`src/design/qte_pkg.sv`:
```
// ----------------------------------------------------------------------------
// qte_pkg
// Shared widths, constants and the arctangent step table for the quaternion
// to Euler angle pipeline.
// ----------------------------------------------------------------------------
`default_nettype none

package qte_pkg;

  // Port and datapath widths.
  localparam int IN_W     = 16;
  localparam int OUT_W    = 16;
  localparam int PROD_W   = 32;
  localparam int SUM_W    = 34;
  localparam int CORDIC_W = 37;
  localparam int ANG_W    = 32;
  localparam int ROOT_W   = 29;
  localparam int RAD_W    = 57;

  // Rotation step table length and default step count.
  localparam int ATAN_LEN           = 24;
  localparam int ANGLE_ITER_DEFAULT = 16;

  // Angle constants in 32-bit binary angle units (2^31 is pi).
  localparam logic [ANG_W-1:0] QUARTER_TURN = 32'h4000_0000;
  localparam logic [ANG_W-1:0] ROUND_HALF   = 32'h0000_8000;

  // One in the Q.28 format of the pitch sine term.
  localparam logic signed [SUM_W-1:0] UNIT_Q28 = 34'sd268435456;

  // Rounded atan(2^-i) in binary angle units.
  function automatic logic [ANG_W-1:0] atan_step(input int idx);
    logic [ANG_W-1:0] val;
    case (idx)
      0:  val = 32'd536870912;
      1:  val = 32'd316933406;
      2:  val = 32'd167458907;
      3:  val = 32'd85004756;
      4:  val = 32'd42667331;
      5:  val = 32'd21354465;
      6:  val = 32'd10679838;
      7:  val = 32'd5340245;
      8:  val = 32'd2670163;
      9:  val = 32'd1335087;
      10: val = 32'd667544;
      11: val = 32'd333772;
      12: val = 32'd166886;
      13: val = 32'd83443;
      14: val = 32'd41722;
      15: val = 32'd20861;
      16: val = 32'd10430;
      17: val = 32'd5215;
      18: val = 32'd2608;
      19: val = 32'd1304;
      20: val = 32'd652;
      21: val = 32'd326;
      22: val = 32'd163;
      23: val = 32'd81;
      default: val = '0;
    endcase
    return val;
  endfunction

endpackage

`default_nettype wire

```
`src/design/qte_sqrt.sv`:
```
// ----------------------------------------------------------------------------
// qte_sqrt
// Pipelined floor square root, one result bit decided per register stage.
// ----------------------------------------------------------------------------
`default_nettype none

module qte_sqrt
  import qte_pkg::*;
(
  input  wire logic              clk,
  input  wire logic              rst_n,
  input  wire logic              in_valid,
  input  wire logic [RAD_W-1:0]  in_radicand,
  output logic                   out_valid,
  output logic [ROOT_W-1:0]      out_root
);

  localparam int TW = RAD_W + 2;

  // Stage 0 holds the radicand; stage i+1 has decided root bit ROOT_W-1-i.
  logic [RAD_W-1:0]  rem_r [0:ROOT_W];
  logic [ROOT_W-1:0] q_r   [0:ROOT_W];
  logic              vld_r [0:ROOT_W];

  // Input register.
  always_ff @(posedge clk) begin
    if (!rst_n) begin
      vld_r[0] <= 1'b0;
    end else begin
      vld_r[0] <= in_valid;
    end
    rem_r[0] <= in_radicand;
    q_r[0]   <= '0;
  end

  // Trial subtraction stages: remainder always equals radicand minus root squared.
  for (genvar i = 0; i < ROOT_W; i++) begin : g_stage
    localparam int K = ROOT_W - 1 - i;
    logic [TW-1:0] trial;
    logic          take;

    assign trial = (TW'(q_r[i]) << (K + 1)) + (TW'(1) << (2 * K));
    assign take  = TW'(rem_r[i]) >= trial;

    always_ff @(posedge clk) begin
      if (!rst_n) begin
        vld_r[i+1] <= 1'b0;
      end else begin
        vld_r[i+1] <= vld_r[i];
      end
      if (take) begin
        rem_r[i+1] <= RAD_W'(TW'(rem_r[i]) - trial);
        q_r[i+1]   <= q_r[i] | (ROOT_W'(1) << K);
      end else begin
        rem_r[i+1] <= rem_r[i];
        q_r[i+1]   <= q_r[i];
      end
    end
  end

  assign out_valid = vld_r[ROOT_W];
  assign out_root  = q_r[ROOT_W];

endmodule

`default_nettype wire

```
`config.mk`:
```
export PLATFORM = sky130hd
export DESIGN_NAME = qte_sqrt
export DESIGN_NICKNAME = d
export VERILOG_FILES = /design/src/design/qte_pkg.sv /design/src/design/qte_sqrt.sv
export SDC_FILE = /design/constraint.sdc
export NUM_CORES = 2
export LEC_CHECK = 0
export BUFFER_PORTS_ARGS = -buffer_cell sky130_fd_sc_hd__buf_4
export CORE_MARGIN = 2
export CORE_UTILIZATION = 45
export DETAILED_ROUTE_END_ITERATION = 8
export PLACE_DENSITY = 0.66
export SLEW_MARGIN = 20
export SYNTH_ARGS = -nofsm -noshare
export SYNTH_HDL_FRONTEND = slang
export SYNTH_SLANG_ARGS = --single-unit
```
`constraint.sdc`:
```
create_clock -name clk -period 3.7 [get_ports clk]
set_input_delay 0.555 -clock clk [delete_from_list [all_inputs] [get_ports clk]]
set_output_delay 0.555 -clock clk [all_outputs]
set_load 0.03 [all_outputs]
```
==> impl_metrics.toml <==
[synth]
synth_mux_area_share_pct = 1.18
synth_cells = 7795
synth_top_family_by_area = "simple AND/OR/NAND/NOR gates"
yosysUniqueCellTypes = 93
yosys.area_share.simple_pct = 14.9
synth_top_area_share_pct = 54.0
ys_ff_latch = 2118
syn_nets = 8316
synth_flop_cell = "dfxtp_1"
synth.avg_cell_area_sq_um = 10.1
yosysWarningCount = 0
yosysTopAreaCell = "dfxtp_1"
synth_area_sq_mm = 0.0786
yosys-top-cells-area = "dfxtp_1 54%, ha_1 7.3%, xnor2_1 3.9%, xor2_1 3.8%, a21oi_1 3.2%"
synth_edf_count = 0
ys_seq_area_share_pct = 54.0
synth_fa_ha_area_share_pct = 7.35
synth_compound_area_share_pct = 11.4
synth-xor-area-share_pct = 7.61
async_flop_share_pct = 0

[detailed_routing]
drt_iter0_drc = 2956
via_count = 55620
dr.pass1.iters = 6
wl_per_cell_microns = 18.0
postRouteWirelength_microns = 193000
vias_per_cell = 5.19
ant_nets = 0
drcViolationCount = 0

[setup_path]
arrival_ns = 4.32
slowest_stage = "a2111oi_0"
path_cells = "inv_1 -> ha_1 -> nand2_1 -> nor2_1 -> nand4_1 -> buf_4 -> o21ai_0 -> buf_4 -> a2111oi_0 -> buf_4 -> nand2_2 -> o311a_1 -> buf_4 -> buf_12 -> nand3_1 -> xnor2_1"
path_class = "flop to flop"
crit_buf_inv = 6
crit_top_cell = "buf_4"
endpoint_kind = "flop"
max_stage_delay_ns = 0.85
cp.required_ns = 4.41
startpoint_type = "flop"
crit_family = "compound AO/OA/AOI/OAI gates"
cp_max_fo = 7

[power]
p_sw_uw = 23200
power.leakage_uw = 0.0416
combPwrFrac_pct = 25.8
peakVddDrop_uv = 545
p_per_area_mw_per_mm2 = 787
power.total_uw = 71800
power_frac_clock_pct = 29.8
intPower_uw = 48600
p_seq_share_pct = 44.4
switching_share_pct = 32.3

[sta]
relSlewSlack_pct = 25.2
drv_slew = 0
post-route-min-period_ns = 3.61
final.period_utilization_pct = 97.7
finalSetupTns_ns = 0
setup_viol = 0
finalHoldViolCount = 0
tightest_slew_ns = 1.09
worst_clock_skew_ns = 0.0762
fmax_mhz = 277

[layout]
drive_above_1_share_pct = 9.62
n_fill_cell = 15297
areaGrowthSynthToFinish_pct = 16.1
nNetsFinal = 8748

[cts]
clock_latency_ns = 0.86
clk_pin_slew_ns = 0.06
tritoncts.num_buffers = 206
cts_max_path_buffers = 3
h-tree-depth = 4
cts_tree = "yes"
cts_sinks = 2118
root_buffer = "clkbuf_16"

[global_routing]
track_usage_pct = 21.3
grt_max_degree = 52
antenna_found_initial = 1
grt_pass1_vias = 57550
grt_overflow = 0
grt_pass1_wl_microns = 304000

[place]
dp_hpwl_microns = 151000
gp_congestion = 0.962
numPortBuffers = 89

[run_status]
outcome = "complete, no violations"

[floorplanning]
initial_core_util_pct = 45.3
die_h_microns = 422
dieArea_sq_mm = 0.178
ios = 90
coreArea_sq_mm = 0.174
die_x_microns = 422
std_cell_rows = 153

[worst_hold_path]
hp-class = "input pin to flop"

[flow_run]
maxCapViolCount = 0
power by group through the flow:
stage / Sequential [uW] / Clock (uW) / Combinational, uW
after detailed placement: 32300 / 0 / 18300
final: 31900 / 21400 / 18500
after CTS: 31900 / 21800 / 18500
after global routing: 32400 / 22800 / 20600
after global placement: 32300 / 0 / 18000
after floorplan: 30700 / 0 / 13700
cells by family (layout without fill, tap and decap cells):
| kind of cell | count (synthesis) | after routing |
|---|---|---|
| simple gates | 2253 | 2253 |
| xor+xnor | 683 | 683 |
| flops | 2118 | 2118 |
| buf+inv | 739 | 1337 |
| other cells | 1 | 3 |
| compound gates | 1457 | 1457 |
| mux | 83 | 83 |
| fa+ha+maj | 461 | 461 |
sequential cells by signal, indices dropped and copies added (netlist names):
name / flops
q_r: 435
rem_r: 1653
vld_r: 30
final cells by class:
| class | count | area [sq um] | area share [%] |
|---|---|---|---|
| antenna | 2 | 5.00 | 0.00548 |
| clock buffer | 289 | 5930 | 6.50 |
| clock inverter | 85 | 1220 | 1.34 |
| inverter | 584 | 2190 | 2.40 |
| multi-input combinational | 4938 | 33500 | 36.7 |
| sequential | 2118 | 42400 | 46.5 |
| tap | 2325 | 2910 | 3.19 |
| timing repair buffer | 379 | 3080 | 3.38 |
metrics by stage:
step	utilization [%]	setup WS (ns)	instance area (sq um)	std cells	hold slack [ns]
4_1_cts	52.5	0.0700	91200	10716	0.0812
3_3_place_gp	48.1	-0.0935	83400	10284	0.310
2_1_floorplan	-	0.411	78600	7795	0.310
6_report	52.6	0.0857	91300	10720	0.119
5_1_grt	52.6	-0.00614	91200	10718	0.114
3_5_place_dp	48.1	-0.0766	83400	10284	0.312
layout by cell type (no fill, tap or decap), drive strengths merged, types with 203 or more instances in the layout:
master / count
dfxtp: 2118
xnor2: 346
o21ai: 347
nand2: 451
inv: 585
nor3: 203
nor2: 521
clkbuf: 289
nor4: 268
xor2: 337
ha: 460
buf: 321
a21oi: 504
cells in the mapped netlist, drive strengths merged, types with 143 or more instances:
cell    count
a21oi     504
a21o      180
ha        460
dfxtp    2118
clkbuf    143
nand2     451
xnor2     346
nor3      203
xor2      337
o21ai     347
inv       583
nor4      268
nor2      521
worst paths after layout:
path,slack [ns],cells past startpoint,end,startpoint
max,0.09,16,rem_r[25][46]$_DFF_P_,q_r[24][27]$_DFF_P_
min reg2reg,0.31,0,rem_r[13][5]$_DFF_P_,rem_r[12][5]$_DFF_P_
max reg2reg,0.09,16,rem_r[25][46]$_DFF_P_,q_r[24][27]$_DFF_P_
min,0.12,2,vld_r[0]$_DFF_P_,rst_n
worst register-to-register path: stages, from the launching register on:
cell and delay, ns:
dfxtp_1 0.33, inv_1 0.05, ha_1 0.38, nand2_1 0.19, nor2_1 0.13, nand4_1 0.11
buf_4 0.16, o21ai_0 0.10, buf_4 0.15, a2111oi_0 0.86, buf_4 0.26, nand2_2 0.11
o311a_1 0.15, buf_4 0.16, buf_12 0.13, nand3_1 0.09, xnor2_1 0.12
timing repair:
item | 4_1_cts | 5_1_grt
gates cloned | 0 | 0
endpoints found under the setup margin | 4 | 50
setup buffers | 0 | 1
gates resized for setup | 2 | 10
hold buffers | 58 | 0
hold endpoints to repair | 58 | 0
pin swaps | 0 | 3
metal layers:
layer	track usage (%)	wire [microns]	up-vias
met3	2.86	5750	499
met4	12.3	11500	0
met1	20.9	71300	26027
li1	-	-	27958
met2	42.2	105000	1136
met5	0	0	-
Note: power is estimated with default switching activity, not from simulation.
